**src/rtl/core/mvg_pkg.sv**
```systemverilog
// Package: shared types, codes and constants of the MIDI voice message generator.
`default_nettype none
package mvg_pkg;

  localparam int unsigned DefVoices = 8;

  // Sequencer event kinds
  typedef enum logic [2:0] {
    MODE_START      = 3'd0,
    MODE_STOP       = 3'd1,
    MODE_TICK       = 3'd2,
    MODE_CMD        = 3'd3,
    MODE_PLAY_START = 3'd4,
    MODE_PLAY_STOP  = 3'd5
  } mode_t;

  // Voice commands
  typedef enum logic [3:0] {
    CMD_RETRIG    = 4'd0,
    CMD_VELOCITY  = 4'd1,
    CMD_VOLUME    = 4'd2,
    CMD_CC        = 4'd3,
    CMD_PROGRAM   = 4'd4,
    CMD_BEND_RAW  = 4'd5,
    CMD_BEND_FINE = 4'd6,
    CMD_PAN       = 4'd7,
    CMD_CHAN_AT   = 4'd8,
    CMD_POLY_AT   = 4'd9,
    CMD_BANK      = 4'd10
  } cmd_t;

  // Configuration register indexes
  typedef enum logic [2:0] {
    REG_OUT_DEVICE     = 3'd0,
    REG_MIDI_CHANNEL   = 3'd1,
    REG_NOTE_LENGTH    = 3'd2,
    REG_TRANSPOSE      = 3'd3,
    REG_SEND_CLOCK     = 3'd4,
    REG_SEND_TRANSPORT = 3'd5
  } reg_idx_t;

  typedef enum logic [1:0] {
    ST_IDLE,
    ST_RUN,
    ST_SCAN,
    ST_FLUSH
  } state_t;

  // Status nibbles and system bytes
  localparam logic [3:0] StNoteOff  = 4'h8;
  localparam logic [3:0] StNoteOn   = 4'h9;
  localparam logic [3:0] StPolyAt   = 4'hA;
  localparam logic [3:0] StCtrl     = 4'hB;
  localparam logic [3:0] StProgram  = 4'hC;
  localparam logic [3:0] StChanAt   = 4'hD;
  localparam logic [3:0] StBend     = 4'hE;
  localparam logic [7:0] SysClock   = 8'hF8;
  localparam logic [7:0] SysStart   = 8'hFA;
  localparam logic [7:0] SysStop    = 8'hFC;
  localparam logic [7:0] CcVolume   = 8'd7;
  localparam logic [7:0] CcPan      = 8'd10;
  localparam logic [7:0] CcBankMsb  = 8'd0;
  localparam logic [7:0] CcBankLsb  = 8'd32;
  localparam logic [7:0] CcAllOff   = 8'd123;
  localparam logic [6:0] VelMax     = 7'd127;
  localparam logic signed [16:0] BendCenter = 17'sh2000;
  localparam logic signed [16:0] BendMax    = 17'sh3FFF;

  typedef struct packed {
    logic [3:0] dev;
    logic [1:0] cnt;
    logic [7:0] d2;
    logic [7:0] d1;
    logic [7:0] status;
  } msg_t;

  // Voice state updates requested by the sequencer
  typedef struct packed {
    logic       start;
    logic       clr_play;
    logic       clr_pend;
    logic       tick_wr;
    logic [8:0] tick_val;
    logic       retrig_wr;
    logic       retrig_val;
    logic       period_wr;
    logic       vel_wr;
    logic [6:0] vel_val;
    logic       clr_all;
    logic       run_set;
    logic       run_clr;
  } act_t;

endpackage
`default_nettype wire

```
**src/rtl/core/midi_voice_message_generator_core.sv**
```systemverilog
// Top level: per-voice MIDI message sequencer with a one-message hold stage.
// An event keeps the sequencer busy for one step per message or check, the last of them the
// flush; the next event is accepted once the sequencer is back in idle.
// Play start scans the voices one per cycle while the output does not stall the sequencer.
// A message waiting on out_tready stalls the sequencer; in_tready is high only when idle.
// Reset (rst_n low, synchronous) clears all voices, velocity to 127, config to zero.
`default_nettype none
module midi_voice_message_generator_core #(
  parameter int unsigned VOICES = mvg_pkg::DefVoices
) (
  input  wire logic        clk,
  input  wire logic        rst_n,
  input  wire logic        in_tvalid,
  output      logic        in_tready,
  // voice[2:0], note[9:3], command[13:10], value[29:14], update_tick[30], clock_slice[31]
  input  wire logic [31:0] in_tdata,
  // mode[2:0]
  input  wire logic [2:0]  in_tuser,
  output      logic        out_tvalid,
  input  wire logic        out_tready,
  // status_byte[7:0], data_one[15:8], data_two[23:16], byte_count[25:24],
  // target_device[29:26], zero fill[31:30]
  output      logic [31:0] out_tdata,
  output      logic        out_tlast,
  input  wire logic        cfg_we,
  input  wire logic [2:0]  cfg_index,
  input  wire logic [7:0]  cfg_wdata
);
  import mvg_pkg::*;

  localparam int unsigned VW = (VOICES > 1) ? $clog2(VOICES) : 1;

  // Configuration
  logic [3:0] out_device_r, midi_channel_r;
  logic [7:0] note_length_r, transpose_r;
  logic       send_clock_r, send_transport_r;

  // Voice state
  logic [6:0]  voice_note_r     [VOICES];
  logic [3:0]  voice_channel_r  [VOICES];
  logic [3:0]  voice_device_r   [VOICES];
  logic [7:0]  retrig_period_r  [VOICES];
  logic [8:0]  ticks_left_r     [VOICES];
  logic [6:0]  voice_velocity_r [VOICES];
  logic [VOICES-1:0] pending_r, playing_r, retrig_r;
  logic        running_r;

  // Event registers
  logic [2:0]  ev_mode_r, ev_voice_r;
  logic [6:0]  ev_note_r;
  logic [3:0]  ev_cmd_r;
  logic [15:0] ev_value_r;
  logic        ev_upd_r, ev_slice_r;

  state_t      state_r, state_nxt;
  logic [1:0]  step_r, step_nxt;
  logic [VW-1:0] scan_r, scan_nxt;

  msg_t        hold_r, out_r, msg;
  logic        hold_valid_r, out_valid_r, out_last_r;
  logic        emit, go, in_acc;
  act_t        act;

  logic [VW-1:0] vidx, ridx;
  logic [6:0]  cur_note, cur_vel;
  logic [3:0]  cur_ch, cur_dev, cmd_ch, cmd_dev;
  logic        cur_play;
  logic [8:0]  cur_ticks;
  logic [VOICES-1:0] below_mask;
  logic        bad_voice;
  logic signed [8:0]  tr_sum;
  logic [6:0]  tr_note;
  logic signed [16:0] bend_sum;
  logic [13:0] bend_val;

  assign in_tready  = (state_r == ST_IDLE);
  assign in_acc     = in_tvalid && in_tready;
  assign out_tvalid = out_valid_r;
  assign out_tdata  = {2'b00, out_r};
  assign out_tlast  = out_last_r;

  // Voice read port
  assign vidx      = VW'(ev_voice_r);
  assign ridx      = (state_r == ST_SCAN) ? scan_r : vidx;
  assign cur_note  = voice_note_r[ridx];
  assign cur_ch    = voice_channel_r[ridx];
  assign cur_dev   = voice_device_r[ridx];
  assign cur_vel   = voice_velocity_r[ridx];
  assign cur_ticks = ticks_left_r[ridx];
  assign cur_play  = playing_r[ridx];
  assign cmd_ch    = cur_play ? cur_ch : midi_channel_r;
  assign cmd_dev   = cur_play ? cur_dev : out_device_r;
  assign bad_voice = ({29'd0, ev_voice_r} >= 32'(VOICES));

  always_comb begin
    for (int i = 0; i < VOICES; i++) begin
      below_mask[i] = (i < int'(vidx));
    end
  end

  // Transpose and clamp
  assign tr_sum  = $signed({2'b00, ev_note_r}) + $signed({transpose_r[7], transpose_r});
  assign tr_note = tr_sum[8] ? 7'd0 : (tr_sum[7] ? 7'd127 : tr_sum[6:0]);

  // Fine bend with saturation
  assign bend_sum = BendCenter + $signed({ev_value_r[15], ev_value_r});
  assign bend_val = bend_sum[16] ? 14'd0 :
                    (bend_sum > BendMax) ? 14'h3FFF : bend_sum[13:0];

  // A step may emit only when the hold stage can move on
  assign go = !hold_valid_r || !out_valid_r || out_tready;

  // Sequencer: next state and actions
  always_comb begin
    state_nxt = state_r;
    step_nxt  = step_r;
    scan_nxt  = scan_r;
    emit      = 1'b0;
    msg       = '0;
    act       = '0;
    case (state_r)
      ST_IDLE: begin
        if (in_acc) begin
          step_nxt = 2'd0;
          scan_nxt = '0;
          state_nxt = (in_tuser == MODE_PLAY_START) ? ST_SCAN : ST_RUN;
        end
      end
      ST_SCAN: begin
        if (go) begin
          if (cur_play) begin
            emit = 1'b1;
            msg  = '{dev: cur_dev, cnt: 2'd3, d2: 8'd0, d1: {1'b0, cur_note},
                     status: {StNoteOff, cur_ch}};
            act.clr_play = 1'b1;
          end
          if (scan_r == VW'(VOICES - 1)) begin
            state_nxt = ST_RUN;
          end else begin
            scan_nxt = scan_r + 1'b1;
          end
        end
      end
      ST_RUN: begin
        if (go) begin
          state_nxt = ST_FLUSH;
          if (bad_voice && ev_mode_r <= MODE_CMD) begin
            state_nxt = ST_FLUSH;
          end else begin
            case (ev_mode_r)
              MODE_START: begin
                if (cur_play) begin
                  emit = 1'b1;
                  msg  = '{dev: cur_dev, cnt: 2'd3, d2: 8'd0, d1: {1'b0, cur_note},
                           status: {StNoteOff, cur_ch}};
                end
                act.start = 1'b1;
              end
              MODE_STOP: begin
                if (step_r == 2'd0) begin
                  if (cur_play) begin
                    emit = 1'b1;
                    msg  = '{dev: cur_dev, cnt: 2'd3, d2: 8'd0, d1: {1'b0, cur_note},
                             status: {StNoteOff, cur_ch}};
                    act.clr_play = 1'b1;
                    step_nxt  = 2'd1;
                    state_nxt = ST_RUN;
                  end
                end else if (!(|playing_r)) begin
                  emit = 1'b1;
                  msg  = '{dev: cur_dev, cnt: 2'd3, d2: 8'd0, d1: CcAllOff,
                           status: {StCtrl, cur_ch}};
                end
              end
              MODE_TICK: begin
                case (step_r)
                  2'd0: begin
                    if (pending_r[vidx]) begin
                      emit = 1'b1;
                      msg  = '{dev: cur_dev, cnt: 2'd3, d2: {1'b0, cur_vel},
                               d1: {1'b0, cur_note}, status: {StNoteOn, cur_ch}};
                      act.clr_pend = 1'b1;
                    end
                    step_nxt  = 2'd1;
                    state_nxt = ST_RUN;
                  end
                  2'd1: begin
                    if (send_clock_r && cur_play && ev_slice_r &&
                        !(|(playing_r & below_mask))) begin
                      emit = 1'b1;
                      msg  = '{dev: out_device_r, cnt: 2'd1, d2: 8'd0, d1: 8'd0,
                               status: SysClock};
                    end
                    step_nxt  = 2'd2;
                    state_nxt = ST_RUN;
                  end
                  2'd2: begin
                    if (ev_upd_r && !cur_ticks[8] && (cur_ticks != 9'd0)) begin
                      act.tick_wr  = 1'b1;
                      act.tick_val = cur_ticks - 9'd1;
                      if (cur_ticks == 9'd1) begin
                        emit = 1'b1;
                        msg  = '{dev: cur_dev, cnt: 2'd3, d2: 8'd0, d1: {1'b0, cur_note},
                                 status: {StNoteOff, cur_ch}};
                        if (!retrig_r[vidx]) begin
                          act.clr_play = 1'b1;
                        end else begin
                          act.tick_val = {1'b0, retrig_period_r[vidx]};
                          step_nxt  = 2'd3;
                          state_nxt = ST_RUN;
                        end
                      end
                    end
                  end
                  default: begin
                    emit = 1'b1;
                    msg  = '{dev: cur_dev, cnt: 2'd3, d2: {1'b0, cur_vel},
                             d1: {1'b0, cur_note}, status: {StNoteOn, cur_ch}};
                  end
                endcase
              end
              MODE_CMD: begin
                case (ev_cmd_r)
                  CMD_RETRIG: begin
                    act.retrig_wr  = 1'b1;
                    act.retrig_val = (ev_value_r[7:0] != 8'd0);
                    if (ev_value_r[7:0] != 8'd0) begin
                      act.period_wr = 1'b1;
                      act.tick_wr   = 1'b1;
                      act.tick_val  = {1'b0, ev_value_r[7:0]};
                    end
                  end
                  CMD_VELOCITY: begin
                    act.vel_wr  = 1'b1;
                    act.vel_val = (|ev_value_r[15:8]) ? VelMax : ev_value_r[7:1];
                  end
                  CMD_VOLUME: begin
                    emit = 1'b1;
                    msg  = '{dev: cmd_dev, cnt: 2'd3, d2: ev_value_r[8:1], d1: CcVolume,
                             status: {StCtrl, cmd_ch}};
                  end
                  CMD_CC: begin
                    emit = 1'b1;
                    msg  = '{dev: cmd_dev, cnt: 2'd3, d2: {1'b0, ev_value_r[6:0]},
                             d1: {1'b0, ev_value_r[14:8]}, status: {StCtrl, cmd_ch}};
                  end
                  CMD_PROGRAM: begin
                    emit = 1'b1;
                    msg  = '{dev: cmd_dev, cnt: 2'd2, d2: 8'd0,
                             d1: {1'b0, ev_value_r[6:0]}, status: {StProgram, cmd_ch}};
                  end
                  CMD_BEND_RAW: begin
                    emit = 1'b1;
                    msg  = '{dev: cmd_dev, cnt: 2'd3, d2: {1'b0, ev_value_r[13:7]},
                             d1: {1'b0, ev_value_r[6:0]}, status: {StBend, cmd_ch}};
                  end
                  CMD_BEND_FINE: begin
                    emit = 1'b1;
                    msg  = '{dev: cmd_dev, cnt: 2'd3, d2: {1'b0, bend_val[13:7]},
                             d1: {1'b0, bend_val[6:0]}, status: {StBend, cmd_ch}};
                  end
                  CMD_PAN: begin
                    emit = 1'b1;
                    msg  = '{dev: cmd_dev, cnt: 2'd3, d2: {1'b0, ev_value_r[6:0]},
                             d1: CcPan, status: {StCtrl, cmd_ch}};
                  end
                  CMD_CHAN_AT: begin
                    emit = 1'b1;
                    msg  = '{dev: cmd_dev, cnt: 2'd2, d2: 8'd0,
                             d1: {1'b0, ev_value_r[6:0]}, status: {StChanAt, cmd_ch}};
                  end
                  CMD_POLY_AT: begin
                    emit = 1'b1;
                    msg  = '{dev: cmd_dev, cnt: 2'd3, d2: {1'b0, ev_value_r[6:0]},
                             d1: {1'b0, ev_value_r[14:8]}, status: {StPolyAt, cmd_ch}};
                  end
                  CMD_BANK: begin
                    emit = 1'b1;
                    if (step_r == 2'd0) begin
                      msg = '{dev: cmd_dev, cnt: 2'd3, d2: {1'b0, ev_value_r[14:8]},
                              d1: CcBankMsb, status: {StCtrl, cmd_ch}};
                      step_nxt  = 2'd1;
                      state_nxt = ST_RUN;
                    end else begin
                      msg = '{dev: cmd_dev, cnt: 2'd3, d2: {1'b0, ev_value_r[6:0]},
                              d1: CcBankLsb, status: {StCtrl, cmd_ch}};
                    end
                  end
                  default: ;
                endcase
              end
              MODE_PLAY_START: begin
                act.clr_all = 1'b1;
                if (send_transport_r && !running_r) begin
                  emit = 1'b1;
                  msg  = '{dev: out_device_r, cnt: 2'd1, d2: 8'd0, d1: 8'd0,
                           status: SysStart};
                  act.run_set = 1'b1;
                end
              end
              MODE_PLAY_STOP: begin
                if (running_r) begin
                  emit = 1'b1;
                  msg  = '{dev: out_device_r, cnt: 2'd1, d2: 8'd0, d1: 8'd0,
                           status: SysStop};
                  act.run_clr = 1'b1;
                end
              end
              default: ;
            endcase
          end
        end
      end
      ST_FLUSH: begin
        if (go) begin
          state_nxt = ST_IDLE;
        end
      end
      default: state_nxt = ST_IDLE;
    endcase
  end

  // Control registers and output stage
  always_ff @(posedge clk) begin
    if (!rst_n) begin
      state_r      <= ST_IDLE;
      step_r       <= 2'd0;
      scan_r       <= '0;
      hold_valid_r <= 1'b0;
      out_valid_r  <= 1'b0;
    end else begin
      state_r <= state_nxt;
      step_r  <= step_nxt;
      scan_r  <= scan_nxt;
      if (emit) begin
        if (hold_valid_r) begin
          out_valid_r <= 1'b1;
        end else if (out_valid_r && out_tready) begin
          out_valid_r <= 1'b0;
        end
        hold_valid_r <= 1'b1;
      end else if (state_r == ST_FLUSH && go && hold_valid_r) begin
        out_valid_r  <= 1'b1;
        hold_valid_r <= 1'b0;
      end else if (out_valid_r && out_tready) begin
        out_valid_r <= 1'b0;
      end
    end
  end

  // Message payload
  always_ff @(posedge clk) begin
    if (emit) begin
      hold_r <= msg;
      if (hold_valid_r) begin
        out_r      <= hold_r;
        out_last_r <= 1'b0;
      end
    end else if (state_r == ST_FLUSH && go && hold_valid_r) begin
      out_r      <= hold_r;
      out_last_r <= 1'b1;
    end
  end

  // Event capture
  always_ff @(posedge clk) begin
    if (in_acc) begin
      ev_mode_r  <= in_tuser;
      ev_voice_r <= in_tdata[2:0];
      ev_note_r  <= in_tdata[9:3];
      ev_cmd_r   <= in_tdata[13:10];
      ev_value_r <= in_tdata[29:14];
      ev_upd_r   <= in_tdata[30];
      ev_slice_r <= in_tdata[31];
    end
  end

  // Configuration writes
  always_ff @(posedge clk) begin
    if (!rst_n) begin
      out_device_r     <= 4'd0;
      midi_channel_r   <= 4'd0;
      note_length_r    <= 8'd0;
      transpose_r      <= 8'd0;
      send_clock_r     <= 1'b0;
      send_transport_r <= 1'b0;
    end else if (cfg_we) begin
      case (cfg_index)
        REG_OUT_DEVICE:     out_device_r     <= cfg_wdata[3:0];
        REG_MIDI_CHANNEL:   midi_channel_r   <= cfg_wdata[3:0];
        REG_NOTE_LENGTH:    note_length_r    <= cfg_wdata;
        REG_TRANSPOSE:      transpose_r      <= cfg_wdata;
        REG_SEND_CLOCK:     send_clock_r     <= cfg_wdata[0];
        REG_SEND_TRANSPORT: send_transport_r <= cfg_wdata[0];
        default: ;
      endcase
    end
  end

  // Voice state updates
  always_ff @(posedge clk) begin
    if (!rst_n) begin
      for (int i = 0; i < VOICES; i++) begin
        voice_note_r[i]     <= 7'd0;
        voice_channel_r[i]  <= 4'd0;
        voice_device_r[i]   <= 4'd0;
        retrig_period_r[i]  <= 8'd0;
        ticks_left_r[i]     <= 9'd0;
        voice_velocity_r[i] <= VelMax;
      end
      pending_r <= '0;
      playing_r <= '0;
      retrig_r  <= '0;
      running_r <= 1'b0;
    end else begin
      if (act.start) begin
        pending_r[ridx]       <= 1'b1;
        playing_r[ridx]       <= 1'b1;
        retrig_r[ridx]        <= 1'b0;
        voice_channel_r[ridx] <= midi_channel_r;
        voice_device_r[ridx]  <= out_device_r;
        voice_note_r[ridx]    <= tr_note;
        ticks_left_r[ridx]    <= (note_length_r != 8'd0) ? {1'b0, note_length_r} : 9'h1FF;
      end
      if (act.clr_play) playing_r[ridx] <= 1'b0;
      if (act.clr_pend) pending_r[ridx] <= 1'b0;
      if (act.tick_wr) ticks_left_r[ridx] <= act.tick_val;
      if (act.retrig_wr) retrig_r[ridx] <= act.retrig_val;
      if (act.period_wr) retrig_period_r[ridx] <= ev_value_r[7:0];
      if (act.vel_wr) voice_velocity_r[ridx] <= act.vel_val;
      if (act.clr_all) begin
        retrig_r  <= '0;
        pending_r <= '0;
      end
      if (act.run_set) running_r <= 1'b1;
      if (act.run_clr) running_r <= 1'b0;
    end
  end

`ifndef SYNTH
  a_idle_no_hold : assert property (@(posedge clk) disable iff (!rst_n)
    in_tready |-> !hold_valid_r) else $error("held message while idle");
  a_emit_busy : assert property (@(posedge clk) disable iff (!rst_n)
    emit |-> (state_r == ST_RUN || state_r == ST_SCAN)) else $error("emit outside run");
  a_flush_done : assert property (@(posedge clk) disable iff (!rst_n)
    (state_r == ST_FLUSH && !hold_valid_r) |=> state_r == ST_IDLE)
    else $error("flush did not finish");
  a_hold_moves : assert property (@(posedge clk) disable iff (!rst_n)
    (emit && hold_valid_r) |=> out_valid_r) else $error("held message lost");
`endif

endmodule
`default_nettype wire
```
**config.mk**
```make
export PLATFORM = sky130hd
export DESIGN_NAME = midi_voice_message_generator_core
export DESIGN_NICKNAME = d
export VERILOG_FILES = /design/src/rtl/core/mvg_pkg.sv /design/src/rtl/core/midi_voice_message_generator_core.sv
export SDC_FILE = /design/constraint.sdc
export NUM_CORES = 1
export LEC_CHECK = 0
export ABC_AREA = 0
export BUFFER_PORTS_ARGS = -buffer_cell sky130_fd_sc_hd__buf_4
export CELL_PAD_IN_SITES_DETAIL_PLACEMENT = 0
export CELL_PAD_IN_SITES_GLOBAL_PLACEMENT = 2
export CORE_MARGIN = 2
export CORE_UTILIZATION = 35
export CTS_CLUSTER_DIAMETER = 200
export DETAILED_ROUTE_END_ITERATION = 10
export PLACE_DENSITY_LB_ADDON = 0.1
export SETUP_SLACK_MARGIN = 0.4
export SYNTH_ARGS = -nofsm -noshare
export SYNTH_HDL_FRONTEND = slang
export SYNTH_SLANG_ARGS = --single-unit
```
**constraint.sdc**
```tcl
create_clock -name clk -period 15 [get_ports clk]
set_input_delay 1.5 -clock clk [delete_from_list [all_inputs] [get_ports clk]]
set_output_delay 1.5 -clock clk [all_outputs]
set_load 0.1 [all_outputs]
```
# Yosys cells after proc, flatten, opt, wreduce, memory -nomap -nowiden
# Memories as Yosys holds them, arrays and structs flattened. A register that Yosys moved wholly into a read port is not among the register bits.
# Index checks and enable logic that the tools add are counted.
# word_totals
reg_bits,156
latchBits,0
ramBits,312
mem_bits_ro,0
input_bits,51
out_inout_bits,35
wordCells,319
n_memories,6
# memory_table
memory,depth,width,rd,rd_clocked_by_memory_dff,write_ports,line_no,source
ticks_left_r,8,9,1,0,8,midi_voice_message_generator_core.sv:43,logic [8:0] ticks_left_r [VOICES];
retrig_period_r,8,8,1,1,8,midi_voice_message_generator_core.sv:42,logic [7:0] retrig_period_r [VOICES];
voice_note_r,8,7,1,0,8,midi_voice_message_generator_core.sv:39,logic [6:0] voice_note_r [VOICES];
voice_velocity_r,8,7,1,0,8,midi_voice_message_generator_core.sv:44,logic [6:0] voice_velocity_r [VOICES];
voice_channel_r,8,4,1,0,8,midi_voice_message_generator_core.sv:40,logic [3:0] voice_channel_r [VOICES];
voice_device_r,8,4,1,0,8,midi_voice_message_generator_core.sv:41,logic [3:0] voice_device_r [VOICES];
# op_classes
n_addsub,4
n_mul,0
div_mod_pow,0
magnitude_cmp,11
n_eq_ne,44
shifts,0
n_mux,160
bitwise,9
reduce_logical,52
# ops
op,n
$mux 30,14
$pmux 30 s9,1
$pmux 30 s6,1
$pmux 30 s3,1
$mux 8,11
$pmux 30 s2,1
$mux 1,55
$mux 2,23
$mux 9,5
$mux 7,5
$mux 3,11
$reduce_or 8->1,4
$mux 10,3
$mux 14,2
$mux 27,1
$mux 25,1
$and 8x8->8,3
$mux 23,1
$pmux 10 s2,1
$eq 3x3->1 const B,6
$pmux 2 s3,3
$reduce_or 9->1,2
$add 15x16->17 const A,1
$gt 17x15->1 const B,1
57 further kinds,123

# Longest topological paths before layout
# An unclocked memory read counts as a cell.
# depth
ltp_word,17
mapped_depth,18
ltp_nobuf,16

# Worst setup path after synthesis
# OpenSTA, ideal clock, no wires.
# synth_timing
kind,register -> register
startpoint,reg state_r[0]
endpoint,"reg out_r (netlist bit out_tdata[0]), enable pin"
setup_time_ns,0.463
arrival_ns,5.227
t_required_ns,14.537
slack_ns,9.309
stages_incl_launch_ff,17
n_path_buf,3
period_less_slack_ns,5.691
path_cell_list,dfxtp_1 inv_1 ha_1 buf_6 mux2_4 buf_4 clkbuf_1 nor3_1 nor2_1 nor2_1 inv_1 ha_1 nand2b_1 o41ai_4 o31ai_1 and2_1 a21boi_0
# synth_via
elab_chain_cells,14
elab_cells_between_ends,30
classes_between,5 x eq/ne; 13 x mux; 11 x reduce/logical; 1 x memory
# synth_lines
item,line_no,source
from (decl),midi_voice_message_generator_core.sv:55,"state_t state_r, state_nxt;"
from (signal assigned),midi_voice_message_generator_core.sv:332,state_r <= state_nxt;
"parallel branches: the longest is 13 deep, another holds $mem_v2 8x9",--,
$reduce_and 2->1 (no source line) (*),--,
to (signal assigned),midi_voice_message_generator_core.sv:356,out_r <= hold_r;
to (signal assigned),midi_voice_message_generator_core.sv:360,out_r <= hold_r;
to (decl),midi_voice_message_generator_core.sv:59,"msg_t hold_r, out_r, msg;"
# Mark *: on every way between the ends. The select of a mux whose other input is x is not followed.
# A chain may end at the register's enable or synchronous reset.

# Final worst setup path
# layout_timing
startpoint,reg state_r[0]
endpoint,"reg hold_r[7] (netlist name), enable pin"
# layout_via
elab_chain_cells,12
elab_cells_between_ends,24
classes_between,3 x eq/ne; 13 x mux; 7 x reduce/logical; 1 x memory
# layout_lines
item,line_no,source
"parallel branches: the longest is 11 deep, another holds $mem_v2 8x9",--,
$pmux 1 s2 (*),midi_voice_message_generator_core.sv:121,case (state_r)
net emit,midi_voice_message_generator_core.sv:61,"logic emit, go, in_acc;"
to (signal assigned),midi_voice_message_generator_core.sv:354,hold_r <= msg;
to (decl),midi_voice_message_generator_core.sv:59,
# Mark *: on every way through the listed nets, which the timed path passes. The select of a mux whose other input is x is not followed.

==> results.rst <==
.. list-table::
   :header-rows: 1

   * - Metric
     - Value
   * - Gpl congestion
     - 0.8589
   * - Worst r2r dst
     - hold_r[7]$_DFFE_PP_
   * - Ys async rst share
     - 0%
   * - Highest clock rate
     - approximately 0.17 GHz
   * - Primary FF master, synth
     - edfxtp_1
   * - Transition time at the pin with the least slew margin
     - 1197 ps
   * - Max Buffers Root-to-Sink
     - 3
   * - WHS Path Cells
     - 0
   * - Wire length reported by the detailed router
     - 75.90 mm
   * - Number of clock sinks
     - 469
   * - Worst rel slew slack
     - 19.33%
   * - Clock slew seen by the registers of the worst setup and hold paths
     - 60 ps
   * - Leading cell type in the layout, fill and taps excluded
     - edfxtp_1
   * - Cell depth of the worst flop-to-flop path
     - 13
   * - Cts bufs inserted
     - 55
   * - Max Cap Viol
     - 0
   * - Number of different library cells in the post-synthesis netlist
     - 88
   * - DRT iter0 DRCs
     - 1426
   * - Pwr per Cell Area
     - 153.6 nW/um^2
   * - Fraction of final layout cells sized beyond drive strength 1
     - between 10% and 20%
   * - Final antenna-violating net count
     - 0
   * - CTS tree
     - yes
   * - Crit path buffers/inverters
     - 4
   * - Via Count
     - 15900
   * - Sequential-to-total area share from yosys stat
     - 61.70%
   * - Arrival time of data at the critical path endpoint
     - around 6100 ps
   * - Startpoint of the lowest-slack hold path
     - hold_r[21]$_DFFE_PP_
   * - First-pass GRT wire length
     - around 110 mm
   * - IO Pins
     - 86
   * - WL met3
     - 4.399 mm
   * - Number of remaining DRC errors
     - 0
   * - Post-Syn Area per Cell
     - 11.34 um^2
   * - Count of pins over their slew limit
     - 0
   * - Routed length on met2
     - 35.11 mm
   * - Cell type with the highest aggregate area in the netlist
     - edfxtp_1
   * - Endpoint class of the critical path
     - register
   * - Die Wd
     - 253.6 um
   * - Post-route minimum period
     - 5829 ps
   * - Hold Path End
     - out_tdata[21]$_DFFE_PP_
   * - Number of antenna violations at the first check in global routing
     - 2
   * - Final Hold Fails
     - 0
   * - Height of the chip
     - 253.6 um
   * - Cell breakdown of the critical path
     - inv_1 -> ha_1 -> buf_4 -> mux2i_4 -> buf_4 -> mux2i_1 -> o22ai_1 -> nor2_1 -> nand2_1 -> o41ai_4 -> o31ai_1 -> and2_1 -> inv_1
   * - Hold_buf cts
     - 0
   * - Final critical-path share of the clock period
     - 38.86%
   * - Worst R2R Start
     - state_r[0]$_SDFFE_PN0P_
   * - Number of enable flip-flop cells after synthesis
     - 406
   * - Maximum clock skew at final layout
     - ~22 ps
   * - Peak supply drop
     - 84.64 uV
   * - Dominant cells by area after synthesis
     - edfxtp_1 56%, dfxtp_1 5.8%, nand2_1 4.5%
   * - Number of global-route vias before repair
     - 15920
   * - Final count of negative-setup-slack endpoints
     - 0
   * - Synthesized area
     - 21800 um^2
   * - Area Overhead vs Synth
     - 14.65%
   * - Flip-flop and latch count after synthesis
     - 469
   * - Final design utilization
     - 40.58%
   * - Final sum of negative setup slack
     - 0 ps
   * - Worst skew pair latency
     - approximately 620 ps
   * - Number of standard-cell rows in the floorplan
     - 91
   * - Starting Density
     - 35.39%
   * - Gate count of the mapped netlist
     - 1923
   * - Data required time of the critical path
     - 15220 ps
   * - Critical path peak fanout
     - 37
   * - Resized Gates After CTS
     - 0
   * - Die Area
     - ~64000 um^2
   * - H-tree depth reported by CTS
     - 2
   * - Master cell of the clock root buffer
     - clkbuf_16
   * - Filler instances
     - 5912
   * - Core Region
     - 61600 um^2
   * - Kind of cell adding the most delay to the critical path
     - buffers and inverters
   * - Final HPWL DP
     - between 50 and 60 mm
   * - Commonest cells after routing, fill and taps aside
     - 406 x edfxtp_1, 263 x nand2_1, 204 x nor2_1
   * - Setup repair after global routing missed its margin
     - false
   * - Overflow after GRT
     - 0
   * - Largest net degree at the start of global routing
     - 67
   * - Router iterations before antenna repair
     - 7
   * - Port bufs
     - 82
   * - Setup bufs post-CTS
     - 0
   * - CP Launch Type
     - register
   * - Top-area cell type share of the netlist area
     - 55.92%
   * - Hold Crit Class
     - register to register
   * - Overall routing resource usage
     - a little under a quarter
   * - Outcome
     - finished, final reports clean
   * - Final-stage net count
     - 2051
   * - Largest incremental delay on the critical path
     - 870 ps
   * - Cell at the slowest stage of the critical path
     - mux2i_4
   * - Post-DR wirelength/cell
     - 26.54 um
   * - Crit path kind
     - register to register
   * - Vias per cell
     - ~5.6
   * - Worst setup slack for register-to-register paths
     - 9170 ps
   * - Metal-1 WL
     - approximately 35 mm
   * - Leakage component of the power
     - 8.930 nW
   * - Top metal layer carrying routed signals
     - met4
   * - Number of synthesis warnings
     - 0
-- metrics by stage --
stage	hold WS (ps)	area (um^2)	cells	total power [mW]	setup WS (ps)
finish	419.3	25000	2860	3.839	9171
global route	422.5	24990	2858	3.995	8785
CTS	420.3	24990	2858	3.866	9192
detailed placement	406.1	23290	2756	2.592	9228
global placement	409.1	23290	2756	2.596	9334
floorplan	400.3	21810	1925	2.185	9309
-- report_power, final --
group	internal, mW	switching (mW)	leakage (nW)
clock	0.716	0.551	0.822
sequential	1.49	0.0854	4.41
combinational	0.284	0.710	3.70
-- how the worst max path moves through the flow --
stage	startpoint	to	slack (ps)	cells after the start
floorplan	state_r[0]$_SDFFE_PN0P_	out_tdata[0]$_DFFE_PP_	9310	16
global placement	state_r[0]$_SDFFE_PN0P_	hold_r[20]$_DFFE_PP_	9330	13
detailed placement	state_r[0]$_SDFFE_PN0P_	hold_r[18]$_DFFE_PP_	9230	13
CTS	state_r[0]$_SDFFE_PN0P_	hold_r[5]$_DFFE_PP_	9190	13
global route	state_r[0]$_SDFFE_PN0P_	hold_r[18]$_DFFE_PP_	8790	13
finish	state_r[0]$_SDFFE_PN0P_	hold_r[7]$_DFFE_PP_	9170	13
-- kinds of logic (layout without fill, tap and decap cells) --
kind of cell,count (synthesis),in the layout,synth area share (%)
xor+xnor,12,12,0.4821
mux,54,54,3.702
simple gates,779,779,17.08
compound gates,415,415,12.41
buf+inv,169,265,3.185
fa+ha+maj,24,24,1.412
other cells,1,5,0.01720
flops,469,469,61.70
-- Yosys cell counts, types with 7 or more instances --
master and n:
buf_2 7, nor3_1 64, edfxtp_1 406, and3_1 115
nand3_1 22, clkbuf_1 106, mux4_2 20, o21ai_0 94
dfxtp_1 63, o211ai_1 13, a21o_1 7, xnor2_1 7
nand2_1 263, a222oi_1 9, a21boi_0 22, buf_4 7
o22ai_1 78, a31oi_1 21, nor4_1 8, ha_1 23
nor2b_1 26, nand4_1 7, inv_1 34, mux2i_1 26
nor2_1 205, and2_1 17, o21bai_1 7, a21oi_1 98
nand2b_1 15
-- worst register-to-register path: stages, from the launching register on --
cell     delay, ps
dfxtp_1        330
inv_1          100
ha_1           160
buf_4          320
mux2i_4        880
buf_4          580
mux2i_1        290
o22ai_1        150
nor2_1         480
nand2_1        210
o41ai_4        660
o31ai_1        160
and2_1         270
inv_1          830
-- flip-flops by register name, summed over array words and instances, names as in the netlist, 4 cells and up, named ones only --
signal	cells
ev_cmd_r	4
ticks_left_r	72
transpose_r	8
playing_r	8
out_device_r	4
retrig_period_r	64
pending_r	8
out_tdata	29
voice_note_r	56
hold_r	29
note_length_r	8
retrig_r	8
midi_channel_r	4
voice_velocity_r	56
voice_device_r	32
voice_channel_r	32
ev_note_r	7
ev_value_r	16
-- cell type report --
type	instances	area, um^2	area share (%)
Multi-Input combinational cell	1287	7709	30.84
Inverter	38	142.6	0.5707
Sequential cell	469	13450	53.82
Tap cell	837	1047	4.190
Antenna cell	2	5.005	0.02002
Clock buffer	75	1533	6.132
Timing Repair Buffer	125	938.4	3.754
Clock inverter	27	167.7	0.6708
-- metal layers --
| metal | vias to the layer above | track usage [%] |
|---|---|---|
| met5 | - | 0 |
| met4 | 0 | 6.458 |
| met3 | 110 | 3.390 |
| met2 | 560 | 38.11 |
| met1 | 7981 | 33.40 |
| li1 | 7250 | - |
Power figures use the tool's default switching activity.
